<file path="src/rtl/vertex_tangent_accumulator_defines.svh">
// Assertion macros used by the tangent accumulator controller RTL.
// Depends on nothing; assumes clk and rst_n exist in the including module.
`ifndef VERTEX_TANGENT_ACCUMULATOR_DEFINES_SVH
`define VERTEX_TANGENT_ACCUMULATOR_DEFINES_SVH
`ifndef ASSERT_OFF
`define VTA_ASSERT_IMP(lbl, ante, cons) \
    lbl: assert property (@(posedge clk) disable iff (!rst_n) (ante) |-> (cons)) \
        else $error("vta assertion failed");
`define VTA_ASSERT_NXT(lbl, ante, cons) \
    lbl: assert property (@(posedge clk) disable iff (!rst_n) (ante) |=> (cons)) \
        else $error("vta assertion failed");
`else
`define VTA_ASSERT_IMP(lbl, ante, cons)
`define VTA_ASSERT_NXT(lbl, ante, cons)
`endif
`endif

</file>
<file path="src/rtl/vtacc_ram.sv">
// Generic simple dual-port RAM, one write and one registered read port.
// No dependencies.
module vtacc_ram #(
    parameter int WIDTH = 8,
    parameter int DEPTH = 16
) (
    input  logic                     clk,
    input  logic                     we,
    input  logic [$clog2(DEPTH)-1:0] waddr,
    input  logic [WIDTH-1:0]         wdata,
    input  logic [$clog2(DEPTH)-1:0] raddr,
    output logic [WIDTH-1:0]         rdata
);
    logic [WIDTH-1:0] mem [DEPTH];

    always_ff @(posedge clk)
    begin
        if (we)
        begin
            mem[waddr] <= wdata;
        end
        rdata <= mem[raddr];
    end
endmodule

</file>
<file path="config.mk">
export PLATFORM = sky130hd
export DESIGN_NAME = vtacc_ram
export DESIGN_NICKNAME = d
export VERILOG_FILES = /design/src/rtl/vertex_tangent_accumulator_defines.svh /design/src/rtl/vtacc_ram.sv
export SDC_FILE = /design/constraint.sdc
export NUM_CORES = 1
export LEC_CHECK = 0
export BUFFER_PORTS_ARGS = -buffer_cell sky130_fd_sc_hd__buf_2
export CAP_MARGIN = 0
export CELL_PAD_IN_SITES_DETAIL_PLACEMENT = 2
export CELL_PAD_IN_SITES_GLOBAL_PLACEMENT = 2
export CORE_ASPECT_RATIO = 1.25
export CORE_MARGIN = 4
export CORE_UTILIZATION = 35
export CTS_BUF_LIST = sky130_fd_sc_hd__clkbuf_4
export CTS_CLUSTER_SIZE = 24
export DETAILED_ROUTE_END_ITERATION = 16
export GPL_TIMING_DRIVEN = 0
export PLACE_DENSITY_LB_ADDON = 0.3
export SYNTH_ARGS = -nofsm -noshare
export SYNTH_HDL_FRONTEND = slang
export SYNTH_SLANG_ARGS = --single-unit
</file>
<file path="constraint.sdc">
create_clock -name clk -period 1.9 [get_ports clk]
set_clock_uncertainty 0.2 [all_clocks]
set_input_delay 0.095 -clock clk [delete_from_list [all_inputs] [get_ports clk]]
set_output_delay 0.095 -clock clk [all_outputs]
set_load 0.05 [all_outputs]
</file>
==> flow_metrics.env <==
export IMPL_outcome="complete, but fails checks"
export IMPL_violations="hold timing"
export IMPL_synth_xor_area_share_pct=0
export IMPL_finalSetupViolations=0
export IMPL_drt_total_wl_um=12100
export IMPL_drt_iter0_drc=156
export IMPL_crit_required_ns=2.16
export IMPL_syn_to_final_growth_pct=15.8
export IMPL_vias=2487
export IMPL_layout_setup_ws_ns=0.151
export IMPL_gp_congestion=0.712
export IMPL_worstPathArrival_ns=2.01
export IMPL_muxShareOfSynthArea_pct=15.0
export IMPL_yosysWarnings=0
export IMPL_cts_clk_slew_worst_paths_ns=0.11
export IMPL_slowest_delay_ns=0.71
export IMPL_die_area_sq_um=16700
export IMPL_syn_inst=229
export IMPL_synth_fa_ha_area_share_pct=0
export IMPL_synth_fp_nets=247
export IMPL_core_area_sq_um=14400
export IMPL_vias_per_cell=5.20
export IMPL_crit_path_frequent_cell="dlygate4sd3_1"
export IMPL_numCtsBuffers=17
export IMPL_grt_pass1_vias=2713
export IMPL_register_area_sq_um=4000
export IMPL_hold_ws_ns=-0.101
export IMPL_vdd_ir_drop_max_mv=0.337
export IMPL_finalMaxSlewViolations=0
export IMPL_min_from="waddr[0]"
export IMPL_clockBufferDepth=2
export IMPL_rrSetupSlack_ns=0.21
export IMPL_antenna_found_initial=0
export IMPL_fmax_mhz=572
export IMPL_slew_headroom_pct=10.1
export IMPL_fp_dieH_um=144
export IMPL_syn_area_per_cell_sq_um=22.5
export IMPL_root_buffer="clkbuf_4"
export IMPL_hpwl_um=7680
export IMPL_yosysSeqAreaShare_pct=77.8
export IMPL_cts_htree_levels=4
export IMPL_yosys_register_bits=136
export IMPL_worst_pin_slew_ns=1.34
export IMPL_multi_input_area_sq_um=1070
export IMPL_gr_usage_met2_pct=25.1
export IMPL_hp_class="in -> reg"
export IMPL_port_buffers=24
export IMPL_drive_gt1_share_pct=27.8
export IMPL_grt_busiest_layer="met2"
export IMPL_fin_nets=305
export IMPL_yosysTopAreaCell="edfxtp_1"
export IMPL_start_util_pct=35.7
export IMPL_synthTopCellsByArea="edfxtp_1 (75%), mux4_2 (7.9%), mux4_1 (7.1%), dfxtp_1 (3.1%), a22oi_1 (2.3%)"
export IMPL_antenna_left=0
export IMPL_hold_depth=2
export IMPL_use_met3_pct=4.09
export IMPL_cap_violations=0
export IMPL_fin_total_pwr_mw=5.84
export IMPL_avgRoutedWirePerCell_um=25.2
export IMPL_layoutNonFillerInstCount=478
export IMPL_end_kind="flip-flop"
export IMPL_min_period_ns=1.75
export IMPL_drcViolationCount=0
export IMPL_yosys_area_share_simple_pct=3.18
export IMPL_grt_setup_unrepaired="false"
export IMPL_fin_crit_sh_pct=92.1
export IMPL_p_leak_nw=1.96
export IMPL_finalHoldViolations=15
export IMPL_critPathKind="in -> reg"
export IMPL_clock_sinks=136
export IMPL_grt_usage_pct=15.5
export IMPL_num_fill_cells=1330
export IMPL_final_common_cell="edfxtp_1"
export IMPL_syn_area_sq_um=5150
export IMPL_row_count=49
export IMPL_path_max_fanout=7
export IMPL_r2r_cells=3
export IMPL_worstReg2RegStart="mem[0][7]"
export IMPL_synth_cell_types=19
export IMPL_met1_usage_pct=20.9
export IMPL_start_kind="primary input"
export IMPL_worst_r2r_endpoint="rdata[7]"
export IMPL_holdPathEnd="mem[0][0]"
export IMPL_cts_tree="yes"
export IMPL_worstSkewPairLatency_ns=0.52
export IMPL_grt_max_degree=17
export IMPL_synth_top_area_share_pct=74.7
export IMPL_final_cell_mix="edfxtp_1 (128), buf_2 (27), clkbuf_4 (20)"
export IMPL_die_x_um=116
export IMPL_worstPathCellList="dlygate4sd3_1, buf_2, nor2_2, dlygate4sd3_1, a22oi_1, nand2_1"
export IMPL_grt_pass1_wl_um=17900
export IMPL_drtPass1Iterations=4
export IMPL_dp_cells=431
export IMPL_synth_compound_area_share_pct=2.33
export IMPL_overflow=0
export IMPL_synth_top_family_by_area="multiplexers"
export IMPL_num_io_pins=26
export IMPL_fin_util_pct=41.4
export IMPL_p_per_area_nw_per_um2=980
export IMPL_pre_cts_slack_ns=-0.521
export IMPL_slowest_stage="dlygate4sd3_1"
-- cells by family after synthesis --
family                 after synthesis
flip-flops                         136
buffers and inverters               10
AO/OA/AOI/OAI                       16
multiplexers                        32
AND/OR/NAND/NOR                     35
-- final cells by class --
type / instances / share of cell area [%]
sequential: 136 / 67.2
multi-input combinational: 83 / 17.9
timing repair buffer: 39 / 4.53
tap: 178 / 3.74
clock inverter: 11 / 2.60
clock buffer: 20 / 2.52
buffer: 10 / 1.45
antenna: 1 / 0.0420
-- synth_stat cells --
master	number
buf_4	1
and2_1	1
clkdlybuf4s25_2	3
nor3_1	4
a22oi_1	16
mux4_1	14
nand3b_1	2
buf_2	3
and2b_1	1
nand2b_1	2
dfxtp_1	8
edfxtp_1	128
nor2b_1	1
buf_6	3
nand3_1	1
nor2_1	13
or3b_2	1
nand2_1	9
mux4_2	18
-- worst max-delay path: cells and delay by family --
kind / cells / cell delay, ns
simple gates: 2 / 0.41
compound gates: 1 / 0.12
buf+inv: 3 / 1.38
-- registers in the layout (all words and copies together), names as in the netlist --
signal  count
mem       128
rdata       8
-- worst max path at each step --
stage / startpoint / endpoint / slack (ns) / cells past startpoint
after CTS: raddr[3] / rdata[5] / 0.02 / 6
after global placement: waddr[2] / mem[0][3] / -0.54 / 3
after detailed placement: waddr[2] / mem[0][3] / -0.52 / 3
after global routing: raddr[1] / rdata[0] / 0.12 / 6
final: raddr[2] / rdata[5] / 0.15 / 6
after floorplan: waddr[2] / mem[0][0] / 0.11 / 2
-- power breakdown --
part	switching (mW)	internal, mW
Sequential	0.0189	3.35
Combinational	0.273	0.153
Clock	0.986	1.06
-- timing repair --
action,CTS,global route
resized for setup,0,1
hold buffers,13,2
setup endpoints to repair,0,2
setup buffers,0,0
hold endpoints to repair,170,35
-- metal layers --
metal,routed length (um),vias up
met5,0,-
met4,126,0
met3,427,9
met2,6140,63
met1,5370,1327
li1,-,1088
-- per-stage QoR --
stage | hold slack [ns] | area, sq um | TNS, ns
after detailed placement | 0.310 | 5490 | -12.48
after global placement | 0.286 | 5490 | -10.66
final | -0.101 | 5960 | 0
after global routing | -0.137 | 5960 | 0
after floorplan | -0.00613 | 5150 | 0
after CTS | -0.0937 | 5930 | 0
Power figures use the tool's default switching activity.
