`src/rtl/vertex_tangent_accumulator_defines.svh`:
```
// Assertion macros used by the tangent accumulator controller RTL.
// Depends on nothing; assumes clk and rst_n exist in the including module.
`ifndef VERTEX_TANGENT_ACCUMULATOR_DEFINES_SVH
`define VERTEX_TANGENT_ACCUMULATOR_DEFINES_SVH
`ifndef ASSERT_OFF
`define VTA_ASSERT_IMP(lbl, ante, cons) \
    lbl: assert property (@(posedge clk) disable iff (!rst_n) (ante) |-> (cons)) \
        else $error("vta assertion failed");
`define VTA_ASSERT_NXT(lbl, ante, cons) \
    lbl: assert property (@(posedge clk) disable iff (!rst_n) (ante) |=> (cons)) \
        else $error("vta assertion failed");
`else
`define VTA_ASSERT_IMP(lbl, ante, cons)
`define VTA_ASSERT_NXT(lbl, ante, cons)
`endif
`endif

```
`src/rtl/vtacc_pkg.sv`:
```
// Types and fixed widths for the vertex tangent accumulator.
// No dependencies.
package vtacc_pkg;

    localparam int POS_W    = 16;
    localparam int IDX_W    = 12;
    localparam int DIF_W    = 17;
    localparam int PRD_W    = 34;
    localparam int RAW_W    = 35;
    localparam int MAG_W    = 24;
    localparam int L2_W     = 50;
    localparam int SQ_W     = 51;
    localparam int LEN_W    = 25;
    localparam int NUM_W    = 40;
    localparam int QUO_W    = 15;
    localparam int SUM_W    = 24;
    localparam int CNT_W    = 8;
    localparam int RES_W    = 16;
    localparam int REC_W    = 3 * SUM_W + CNT_W;
    localparam int FRAC_W   = 14;
    localparam int SQ_STEPS = 25;
    localparam int OP_W     = 5;

    localparam logic [OP_W-1:0] OP_NONE  = 5'd0;
    localparam logic [OP_W-1:0] OP_LATCH = 5'd1;
    localparam logic [OP_W-1:0] OP_CLR   = 5'd2;
    localparam logic [OP_W-1:0] OP_MUL1  = 5'd3;
    localparam logic [OP_W-1:0] OP_MUL2  = 5'd4;
    localparam logic [OP_W-1:0] OP_ABS   = 5'd5;
    localparam logic [OP_W-1:0] OP_SHR   = 5'd6;
    localparam logic [OP_W-1:0] OP_SHL   = 5'd7;
    localparam logic [OP_W-1:0] OP_TZERO = 5'd8;
    localparam logic [OP_W-1:0] OP_SQ    = 5'd9;
    localparam logic [OP_W-1:0] OP_SQI   = 5'd10;
    localparam logic [OP_W-1:0] OP_SQRT  = 5'd11;
    localparam logic [OP_W-1:0] OP_DIVN  = 5'd12;
    localparam logic [OP_W-1:0] OP_DIVA  = 5'd13;
    localparam logic [OP_W-1:0] OP_TAKE  = 5'd14;
    localparam logic [OP_W-1:0] OP_ARD   = 5'd15;
    localparam logic [OP_W-1:0] OP_AWR   = 5'd16;
    localparam logic [OP_W-1:0] OP_RRD   = 5'd17;
    localparam logic [OP_W-1:0] OP_RLAT  = 5'd18;
    localparam logic [OP_W-1:0] OP_OUT   = 5'd19;

    typedef struct packed {
        logic [OP_W-1:0] op;
        logic [1:0]      idx;
    } cmd_t;

    typedef struct packed {
        logic m_zero;
        logic norm_hi;
        logic norm_lo;
        logic div_done;
        logic clr_last;
        logic rd_zero;
    } sts_t;

endpackage

```
`src/rtl/vtacc_ctrl.sv`:
```
// Controller state machine: sequences clear pass, triangle and read work.
// Depends on vtacc_pkg and the assertion macro header.
`include "vertex_tangent_accumulator_defines.svh"
module vtacc_ctrl (
    input  logic            clk,
    input  logic            rst_n,
    input  logic            start,
    input  logic            kind,
    input  logic [1:0]      corner,
    input  vtacc_pkg::sts_t sts,
    output vtacc_pkg::cmd_t cmd,
    output logic            busy
);
    localparam logic [4:0] S_CLR   = 5'd0;
    localparam logic [4:0] S_IDLE  = 5'd1;
    localparam logic [4:0] S_MUL1  = 5'd2;
    localparam logic [4:0] S_MUL2  = 5'd3;
    localparam logic [4:0] S_ABS   = 5'd4;
    localparam logic [4:0] S_NORM  = 5'd5;
    localparam logic [4:0] S_SQ    = 5'd6;
    localparam logic [4:0] S_SQI   = 5'd7;
    localparam logic [4:0] S_SQRT  = 5'd8;
    localparam logic [4:0] S_DIVS  = 5'd9;
    localparam logic [4:0] S_DIVW  = 5'd10;
    localparam logic [4:0] S_ARD   = 5'd11;
    localparam logic [4:0] S_AWR   = 5'd12;
    localparam logic [4:0] S_RRD   = 5'd13;
    localparam logic [4:0] S_RLAT  = 5'd14;
    localparam logic [4:0] S_RDIVS = 5'd15;
    localparam logic [4:0] S_RDIVW = 5'd16;
    localparam logic [4:0] S_ROUT  = 5'd17;

    logic [4:0] state_reg, state_next;
    logic [1:0] idx_reg, idx_next;
    logic [4:0] step_reg, step_next;

    always_comb
    begin
        state_next = state_reg;
        idx_next   = idx_reg;
        step_next  = step_reg;
        cmd.op     = vtacc_pkg::OP_NONE;
        cmd.idx    = idx_reg;
        unique case (state_reg)
            S_CLR:
            begin
                cmd.op = vtacc_pkg::OP_CLR;
                if (sts.clr_last)
                begin
                    state_next = S_IDLE;
                end
            end
            S_IDLE:
            begin
                if (start)
                begin
                    cmd.op   = vtacc_pkg::OP_LATCH;
                    idx_next = 2'd0;
                    if (kind)
                    begin
                        state_next = S_RRD;
                    end
                    else if (corner == 2'd2)
                    begin
                        state_next = S_MUL1;
                    end
                end
            end
            S_MUL1:
            begin
                cmd.op     = vtacc_pkg::OP_MUL1;
                state_next = S_MUL2;
            end
            S_MUL2:
            begin
                cmd.op = vtacc_pkg::OP_MUL2;
                if (idx_reg == 2'd2)
                begin
                    idx_next   = 2'd0;
                    state_next = S_ABS;
                end
                else
                begin
                    idx_next   = idx_reg + 2'd1;
                    state_next = S_MUL1;
                end
            end
            S_ABS:
            begin
                cmd.op     = vtacc_pkg::OP_ABS;
                state_next = S_NORM;
            end
            S_NORM:
            begin
                priority if (sts.m_zero)
                begin
                    cmd.op     = vtacc_pkg::OP_TZERO;
                    state_next = S_ARD;
                end
                else if (sts.norm_hi)
                begin
                    cmd.op = vtacc_pkg::OP_SHR;
                end
                else if (sts.norm_lo)
                begin
                    cmd.op = vtacc_pkg::OP_SHL;
                end
                else
                begin
                    state_next = S_SQ;
                end
            end
            S_SQ:
            begin
                cmd.op = vtacc_pkg::OP_SQ;
                if (idx_reg == 2'd2)
                begin
                    idx_next   = 2'd0;
                    state_next = S_SQI;
                end
                else
                begin
                    idx_next = idx_reg + 2'd1;
                end
            end
            S_SQI:
            begin
                cmd.op     = vtacc_pkg::OP_SQI;
                step_next  = '0;
                state_next = S_SQRT;
            end
            S_SQRT:
            begin
                cmd.op    = vtacc_pkg::OP_SQRT;
                step_next = step_reg + 5'd1;
                if (step_reg == 5'(vtacc_pkg::SQ_STEPS - 1))
                begin
                    state_next = S_DIVS;
                end
            end
            S_DIVS:
            begin
                cmd.op     = vtacc_pkg::OP_DIVN;
                state_next = S_DIVW;
            end
            S_DIVW:
            begin
                if (sts.div_done)
                begin
                    cmd.op = vtacc_pkg::OP_TAKE;
                    if (idx_reg == 2'd2)
                    begin
                        idx_next   = 2'd0;
                        state_next = S_ARD;
                    end
                    else
                    begin
                        idx_next   = idx_reg + 2'd1;
                        state_next = S_DIVS;
                    end
                end
            end
            S_ARD:
            begin
                cmd.op     = vtacc_pkg::OP_ARD;
                state_next = S_AWR;
            end
            S_AWR:
            begin
                cmd.op = vtacc_pkg::OP_AWR;
                if (idx_reg == 2'd2)
                begin
                    idx_next   = 2'd0;
                    state_next = S_IDLE;
                end
                else
                begin
                    idx_next   = idx_reg + 2'd1;
                    state_next = S_ARD;
                end
            end
            S_RRD:
            begin
                cmd.op     = vtacc_pkg::OP_RRD;
                state_next = S_RLAT;
            end
            S_RLAT:
            begin
                cmd.op     = vtacc_pkg::OP_RLAT;
                state_next = S_RDIVS;
            end
            S_RDIVS:
            begin
                if (sts.rd_zero)
                begin
                    state_next = S_ROUT;
                end
                else
                begin
                    cmd.op     = vtacc_pkg::OP_DIVA;
                    state_next = S_RDIVW;
                end
            end
            S_RDIVW:
            begin
                if (sts.div_done)
                begin
                    cmd.op = vtacc_pkg::OP_TAKE;
                    if (idx_reg == 2'd2)
                    begin
                        idx_next   = 2'd0;
                        state_next = S_ROUT;
                    end
                    else
                    begin
                        idx_next   = idx_reg + 2'd1;
                        state_next = S_RDIVS;
                    end
                end
            end
            S_ROUT:
            begin
                cmd.op     = vtacc_pkg::OP_OUT;
                state_next = S_IDLE;
            end
            default:
            begin
                state_next = S_IDLE;
            end
        endcase
    end

    always_ff @(posedge clk or negedge rst_n)
    begin
        if (!rst_n)
        begin
            state_reg <= S_CLR;
            idx_reg   <= '0;
            step_reg  <= '0;
        end
        else
        begin
            state_reg <= state_next;
            idx_reg   <= idx_next;
            step_reg  <= step_next;
        end
    end

    assign busy = (state_reg != S_IDLE);

    `VTA_ASSERT_IMP(a_sqrt_bound, state_reg == S_SQRT, step_reg < 5'(vtacc_pkg::SQ_STEPS))
    `VTA_ASSERT_NXT(a_read_starts, state_reg == S_IDLE && start && kind, state_reg == S_RRD)
    `VTA_ASSERT_NXT(a_tri_starts, state_reg == S_IDLE && start && !kind && corner == 2'd2,
                    state_reg == S_MUL1 && idx_reg == 2'd0)
endmodule

```
`config.mk`:
```
export PLATFORM = sky130hd
export DESIGN_NAME = vtacc_ctrl
export DESIGN_NICKNAME = d
export VERILOG_FILES = /design/src/rtl/vtacc_pkg.sv /design/src/rtl/vtacc_ctrl.sv
export VERILOG_INCLUDE_DIRS = /design/src /design/src/rtl
export SDC_FILE = /design/constraint.sdc
export NUM_CORES = 1
export LEC_CHECK = 0
export BUFFER_PORTS_ARGS = -buffer_cell sky130_fd_sc_hd__buf_2
export CAP_MARGIN = 20
export CORE_MARGIN = 4
export CORE_UTILIZATION = 50
export DETAILED_ROUTE_END_ITERATION = 6
export GPL_ROUTABILITY_DRIVEN = 0
export GPL_TIMING_DRIVEN = 0
export PLACE_DENSITY = 0.81
export SLEW_MARGIN = 30
export SYNTH_ARGS = -nofsm -noshare
export SYNTH_HDL_FRONTEND = slang
export SYNTH_SLANG_ARGS = --single-unit
```
`constraint.sdc`:
```
create_clock -name clk -period 1.7 [get_ports clk]
set_clock_uncertainty 0.2 [all_clocks]
set_input_delay 0.17 -clock clk [delete_from_list [all_inputs] [get_ports clk]]
set_output_delay 0.17 -clock clk [all_outputs]
set_load 0.05 [all_outputs]
```
==> impl_metrics.toml, run 1 <==
[die]
die_x_um = 56.8
io_pins = 20
start_util_pct = 53.3
die_y_um = 56.8
rows = 17

[cts]
clockRootBuffer = "clkbuf_4"
h-tree-depth = 1
numCtsBuffers = 3
clock_sinks = 12
cts_max_path_buffers = 2

[placed_design]
port_buffers = 19
post-dp-hpwl_um = 2790

[logic_synthesis]
synth_edf_count = 0
ys_ff_latch = 12
yosys_warnings = 0
synthesis.area_um2 = 1190
synthFlopType = "dfrtp_1"
ys_seq_area_share_pct = 25.2
avgSynthCellArea_um2 = 7.83
synth.distinct_cells = 49
async_flop_share_pct = 100
synth_fp_nets = 166
postSynthCellCount = 152

[sta]
globalroute.repair_timing.worst_endpoint = "cmd[2]"
endpoint_type = "top-level output"

[run_status]
status = "did not finish"
error = "[ERROR DPL-0033] detailed placement checks failed during check placement."
stop_stage = "global routing (5_1_grt)"

[grt]
grt_max_degree = 13
grt_antenna_before_repair = 0
cells in the mapped netlist, types with 2 or more instances:
| cell type | instances | area share [%] |
|---|---|---|
| clkbuf_1 | 2 | 0.63 |
| o21ai_1 | 2 | 0.84 |
| o221ai_1 | 3 | 2.2 |
| nand3_1 | 8 | 3.4 |
| dfrtp_1 | 12 | 25 |
| nand2_1 | 12 | 3.8 |
| buf_2 | 8 | 3.4 |
| mux2i_1 | 3 | 2.5 |
| or3_1 | 2 | 1.1 |
| nand3b_1 | 3 | 1.9 |
| a31oi_1 | 2 | 1.1 |
| a21oi_1 | 10 | 4.2 |
| nand2b_1 | 4 | 2.1 |
| mux2_2 | 4 | 3.8 |
| nor3_1 | 5 | 2.1 |
| inv_1 | 5 | 1.6 |
| o21ai_0 | 15 | 6.3 |
| xor2_1 | 2 | 1.5 |
| and2_1 | 2 | 1.1 |
| nor2b_1 | 7 | 3.7 |
| a32oi_1 | 2 | 1.5 |
| a22oi_1 | 2 | 1.3 |
| nor2_1 | 9 | 2.8 |
| ha_1 | 2 | 2.1 |
| a32o_1 | 2 | 1.7 |
per-stage QoR:
stage / setup slack [ps] / cell area, um2 / instances / utilization, % / TNS [ps]
3_5_place_dp: -505 / 1560 / 199 / 69.9 / -4160
2_1_floorplan: -142 / 1430 / 152 / - / -1060
4_1_cts: -432 / 1930 / 221 / 86.2 / -4180
3_3_place_gp: -430 / 1560 / 199 / 69.9 / -3830
kinds of logic after synthesis:
family / synth area share (%)
multiplexers: 6.31
AO/OA/AOI/OAI: 28.9
AND/OR/NAND/NOR: 28.4
flip-flops: 25.2
XOR/XNOR: 2.21
adder cells (fa/ha/maj): 2.10
buffers and inverters: 6.84
what timing repair did:
action                     CTS
setup endpoints to repair   18
setup buffers               16
pin swaps                    5
hold endpoints to repair    12
cloned                       1
hold buffers                 1
resized for setup           51
==> run 2, diff against run 1 <==
--- a/config.mk
+++ b/config.mk
@@ -8,12 +8,12 @@
 export LEC_CHECK = 0
 export BUFFER_PORTS_ARGS = -buffer_cell sky130_fd_sc_hd__buf_2
 export CAP_MARGIN = 20
-export CORE_MARGIN = 4
-export CORE_UTILIZATION = 50
+export CORE_AREA = 4 4 65 67
 export DETAILED_ROUTE_END_ITERATION = 6
+export DIE_AREA = 0 0 69 71
 export GPL_ROUTABILITY_DRIVEN = 0
 export GPL_TIMING_DRIVEN = 0
-export PLACE_DENSITY = 0.81
+export PLACE_DENSITY_LB_ADDON = 0.15
 export SLEW_MARGIN = 30
 export SYNTH_ARGS = -nofsm -noshare
 export SYNTH_HDL_FRONTEND = slang
==> constraint.sdc (replaced) <==
create_clock -name clk -period 2.2 [get_ports clk]
set_clock_uncertainty 0.2 [all_clocks]
set_input_delay 0.22 -clock clk [delete_from_list [all_inputs] [get_ports clk]]
set_output_delay 0.22 -clock clk [all_outputs]
set_load 0.05 [all_outputs]
==> run 2 against run 1 <==
The run now ends clean. Area after synthesis stayed put. Synthesized cell count stayed put.
==> impl_metrics.toml, run 2 <==
[logic_synthesis]
async_flop_share_pct = 100
ys_ff_latch = 12
synth_edf_count = 0
yosys_warnings = 0
synthesis.area_um2 = 1190
ys_seq_area_share_pct = 25.2
synthTopCellsByCount = "o21ai_0 (15), dfrtp_1 (12), nand2_1 (12)"
synth_fp_nets = 166
avgSynthCellArea_um2 = 7.83
yosysMostFrequentCell = "o21ai_0"
synth.distinct_cells = 49
synth_top_cell_by_area = "dfrtp_1"
postSynthCellCount = 152
synth_top_area_share_pct = 25.2
synth_area_leaders = "dfrtp_1 (25%), o21ai_0 (6.3%), a21oi_1 (4.2%), mux2_2 (3.8%), nand2_1 (3.8%)"
synthFlopType = "dfrtp_1"

[worst_setup_path]
critPathRequiredTime_ps = 1780
crit_chain = "buf_6 > buf_8 > buf_4 > or3_4 > o2111ai_2 > buf_6"
crit_cells = 6
crit_top_cell = "buf_6"
path_max_fanout = 10
crit_slowest_cell = "or3_4"
cp_data_arrival_time_ps = 1770
critPathMaxStageDelay_ps = 400
worstSetupPathType = "reg2out"
cp_top_family = "buffers and inverters"
rr_worst_depth = 7
cp-start-kind = "flop"
endpoint_kind = "output port"
cp_num_buf_inv = 4

[placed_design]
place_area_um2 = 1370
port_buffers = 19
dp_slack_ps = -77.5
post-dp-hpwl_um = 2720

[sta]
finalHoldViolCount = 0
drv_slew = 0
fin_crit_sh_pct = 99.6
setup_viol = 0
fmax_mhz = 457
rsz0062_at_grt = "true"
worstMarginPinSlew_ps = 484
worst_slack_ps = 9.76
final.min_clock_period_ps = 2190
relSlewSlack_pct = 67.7

[cts]
numCtsBuffers = 3
clk-insertion-delay-late_ps = 240
cts_tree = "built"
h-tree-depth = 1
clockRootBuffer = "clkbuf_8"
cts_max_path_buffers = 2
path_clk_slew_ps = 50
clock_sinks = 12

[die]
core-area_um2 = 3630
die_area_um2 = 4900
die_x_um = 69
start_util_pct = 32.7
rows = 22
io_pins = 20
die_y_um = 71

[grt]
grt_first_pass_wirelength_um = 6070
track_usage_pct = 15.1
grt_remaining_overflow = 0
grt_max_degree = 13
grt_antenna_before_repair = 0
first_global_vias = 1270

[pwr]
p_total_mw = 3.12
p_leak_nw = 0.713
cellPowerDensity_nw_per_um2 = 1820
vdd_drop_max_mv = 0.545

[drt]
ant_nets = 0
first_iter_violations = 198
vias_per_cell = 5.87
wl_um = 3940
num_vias = 1392
drtPass1Iterations = 4
drc = 0
wl_per_cell_um = 16.6

[cells_and_area]
final_common_cell = "buf_4"
drive_gt1_share_pct = 42.9
fillCellCount = 351
final_cell_mix = "buf_4 (15), buf_2 (14), nand2_1 (11)"
nets = 204
final_cell_area_um2 = 1710
n_antenna_cell = 0
area_delta_synth_final_pct = 43.7

[run]
maxCapViolCount = 0

[min_path]
min_path_type = "in2async"

[run_status]
status = "complete, no violations"
==> run 2: final timing paths <==
kind | start | endpoint | slack [ps]
max in group asynchronous | rst_n | state_reg[3]$_DFFE_PN0P_ | 1390
min in group clk | kind | state_reg[2]$_DFFE_PN0P_ | 240
max reg2reg | state_reg[2]$_DFFE_PN0P_ | state_reg[4]$_DFFE_PN0P_ | 80
min reg2reg | step_reg[2]$_DFFE_PN0P_ | step_reg[2]$_DFFE_PN0P_ | 340
max | state_reg[2]$_DFFE_PN0P_ | cmd[3] | 10
min | rst_n | step_reg[2]$_DFFE_PN0P_ | 170
==> run 2: per-layer routing <==
metal	share of wire (%)	GRT usage, %
met1	41	18.7
met2	48	23.9
met3	8.2	2.70
met4	3.2	9.76
met5	0	0
==> run 2: stage by stage <==
stage / std cells / util [%] / TNS [ps] / hold WS, ps
finish: 237 / 47.1 / 0 / 171
global route: 237 / 47.1 / -176 / 201
CTS: 225 / 42.3 / 0 / 180
detailed placement: 219 / 37.7 / -198 / -83.7
global placement: 219 / 37.7 / -165 / -93.1
floorplan: 152 / - / 0 / -276
==> run 2: repair_timing <==
item,CTS,global route
setup buffers,1,12
endpoints found under the hold margin,12,0
hold buffers,1,0
gates resized for setup,33,23
setup endpoints to repair,6,8
pin swaps,1,5
==> run 2: layout make-up <==
cell class	instances	area, um2	area share [%]
buffer	11	115	6.73
tap	48	60.1	3.51
timing repair buffer	33	234	13.7
sequential	12	304	17.8
multi-input combinational	123	920	53.8
inverter	6	22.5	1.32
clock buffer	4	55.1	3.22
==> run 2: where the power goes <==
part	switching (mW)	internal (mW)
Sequential	0.114	0.318
Combinational	1.40	1.05
Clock	0.0806	0.158
==> run 2: worst register-to-register path, cell delays in order, from the launching register on <==
cell,delay [ps]
dfrtp_1,380
buf_6,150
buf_4,140
or3_1,360
o21ai_0,90
a32oi_1,100
nand4_2,210
mux2_2,360
==> run 2: cells by family after synthesis <==
logic type,Yosys count,share of synthesized area [%]
and+or+nand+nor,60,28.4
AOI/OAI and AO/OA,51,28.9
buffers and inverters,17,6.84
DFF,12,25.2
muxes,7,6.31
xor gates and xnor gates,3,2.21
adders and majority gates,2,2.10
Power figures use the tool's default switching activity.
==> run 3, diff against run 2 <==
--- a/config.mk
+++ b/config.mk
@@ -8,12 +8,14 @@
 export LEC_CHECK = 0
 export BUFFER_PORTS_ARGS = -buffer_cell sky130_fd_sc_hd__buf_2
 export CAP_MARGIN = 20
+export CELL_PAD_IN_SITES_DETAIL_PLACEMENT = 0
+export CELL_PAD_IN_SITES_GLOBAL_PLACEMENT = 1
 export CORE_AREA = 4 4 65 67
 export DETAILED_ROUTE_END_ITERATION = 6
 export DIE_AREA = 0 0 69 71
 export GPL_ROUTABILITY_DRIVEN = 0
 export GPL_TIMING_DRIVEN = 0
-export PLACE_DENSITY_LB_ADDON = 0.15
+export PLACE_DENSITY = 0.75
 export SLEW_MARGIN = 30
 export SYNTH_ARGS = -nofsm -noshare
 export SYNTH_HDL_FRONTEND = slang
==> run 3 against run 2 <==
Register-to-register slack barely moved. Critical path depth up 2. First-iteration DRC count up 13%. Wire length fell by 5.5%. Die area stayed put. Total power down 5.2%. Critical endpoint unchanged.
==> impl_metrics.toml, run 3 (synthesized netlist as in run 2, its figures left out) <==
[run_status]
status = "complete, no violations"

[die]
die_x_um = 69
die_area_um2 = 4900
start_util_pct = 32.7
rows = 22
die_y_um = 71
io_pins = 20
core-area_um2 = 3630

[drt]
wl_um = 3720
wl_per_cell_um = 16.0
drc = 0
first_iter_violations = 224
num_vias = 1319
vias_per_cell = 5.69
drtPass1Iterations = 4
ant_nets = 0

[worst_setup_path]
path_max_fanout = 10
critPathRequiredTime_ps = 1780
setup.worst_path.start = "state_reg[2]$_DFFE_PN0P_"
worstSetupPathType = "reg2out"
reg2reg_to = "state_reg[0]$_DFFE_PN0P_"
worstSetupEndpoint = "cmd[3]"
cp_data_arrival_time_ps = 1770
endpoint_kind = "output port"
rr_startpoint = "state_reg[4]$_DFFE_PN0P_"
cp-start-kind = "flop"
r2r_slack_ps = 90
rr_worst_depth = 6

[cts]
numCtsBuffers = 3
cts_tree = "built"
path_clk_slew_ps = 50
clock_sinks = 12
cts_max_path_buffers = 2
clockRootBuffer = "clkbuf_8"
h-tree-depth = 1
clk-insertion-delay-late_ps = 230

[sta]
rsz0062_at_grt = "true"
final.min_clock_period_ps = 2190
fmax_mhz = 456
finalHoldViolCount = 0
fin_crit_sh_pct = 99.6
setup_viol = 0
relSlewSlack_pct = 69.2
worstMarginPinSlew_ps = 461
drv_slew = 0
holdWs_ps = 183

[grt]
grt_remaining_overflow = 0
first_global_vias = 1218
grt_antenna_before_repair = 0
track_usage_pct = 14.3
grt_max_degree = 13
grt_first_pass_wirelength_um = 5790

[run]
maxCapViolCount = 0

[pwr]
cellPowerDensity_nw_per_um2 = 1800
vdd_drop_max_mv = 0.614
p_clk_share_pct = 7.8
p_sw_mw = 1.51
power.internal_mw = 1.44
p_sw_share_pct = 51.2
combinationalPowerShare_pct = 78.0
p_leak_nw = 0.681
p_total_mw = 2.96
pwr-share-seq_pct = 14.2

[cells_and_area]
drive_gt1_share_pct = 39.1
seq_area_um2 = 304
fillCellCount = 375
nets = 199
multi_input_area_um2 = 900
area_delta_synth_final_pct = 37.6
final_common_cell = "buf_2"
n_antenna_cell = 0
final_cell_mix = "buf_2 (15), nand2_1 (12), buf_6 (11), buf_4 (11), o21ai_0 (10)"

[placed_design]
post-dp-hpwl_um = 2710
port_buffers = 19

[min_path]
min_path_type = "in2async"
## run 3: cell types whose count changed in the layout (fill, tap and decap cells not counted), sizes merged
cell,previous run,this run
clkbuf,6,5
buf,41,37
## run 3: final cells by class
type | count | share of cell area (%)
plain buffers | 11 | 6.11
clock buffers | 4 | 3.36
inverters | 6 | 1.38
multi-input cells | 123 | 54.9
flip-flops and latches | 12 | 18.6
well taps | 48 | 3.67
repair buffers | 28 | 12.0
## run 3: critical path, cell delays in order (launching register included)
cell       delay [ps]
dfrtp_1           380
buf_6             150
buf_6             140
buf_4             170
o21ai_0            80
o21ai_1            90
a22oi_1           190
o2111ai_2         150
buf_6             180
## run 3: metrics by stage
| stage | setup slack (ps) | util (%) | setup TNS, ps | cells | instance area (um2) |
|---|---|---|---|---|---|
| after global routing | -18.6 | 45.1 | -94.5 | 232 | 1640 |
| after global placement | -15.5 | 37.7 | -43.0 | 219 | 1370 |
| after floorplan | 31.8 | - | 0 | 152 | 1210 |
| after CTS | 5.19 | 42.1 | 0 | 225 | 1530 |
| after detailed placement | -3.68 | 37.7 | -3.68 | 219 | 1370 |
| final | 9.21 | 45.1 | 0 | 232 | 1640 |
## run 3: routing by layer
metal / GRT usage, % / routed length, um / up-vias
met2: 24.5 / 1860 / 47
met1: 18.4 / 1620 / 631
met5: 0 / 0 / -
li1: - / - / 637
met4: 5.21 / 34 / 0
met3: 1.70 / 211 / 4
## run 3: timing repair
action,in CTS,in global routing
buffers inserted,1,7
setup endpoints to repair,5,9
endpoints found under the hold margin,12,0
pin swaps,1,3
hold buffers,1,0
gates resized for setup,29,20
## run 3: how the worst min path moves through the flow
stage,to,slack (ps),startpoint,cells past startpoint
floorplan,idx_reg[0]$_DFFE_PN0P_,-280,rst_n,0
detailed placement,step_reg[1]$_DFFE_PN0P_,-90,rst_n,1
finish,step_reg[0]$_DFFE_PN0P_,180,rst_n,2
CTS,step_reg[2]$_DFFE_PN0P_,190,rst_n,2
global route,step_reg[1]$_DFFE_PN0P_,240,rst_n,2
global placement,idx_reg[0]$_DFFE_PN0P_,-90,rst_n,1
## run 3: power groups by stage
stage / Sequential (mW) / Combinational, mW / Clock, mW
after floorplan: 0.449 / 1.43 / 0
after global placement: 0.417 / 1.86 / 0
after detailed placement: 0.423 / 1.87 / 0
after CTS: 0.416 / 2.12 / 0.240
after global routing: 0.436 / 2.46 / 0.251
final: 0.419 / 2.30 / 0.232
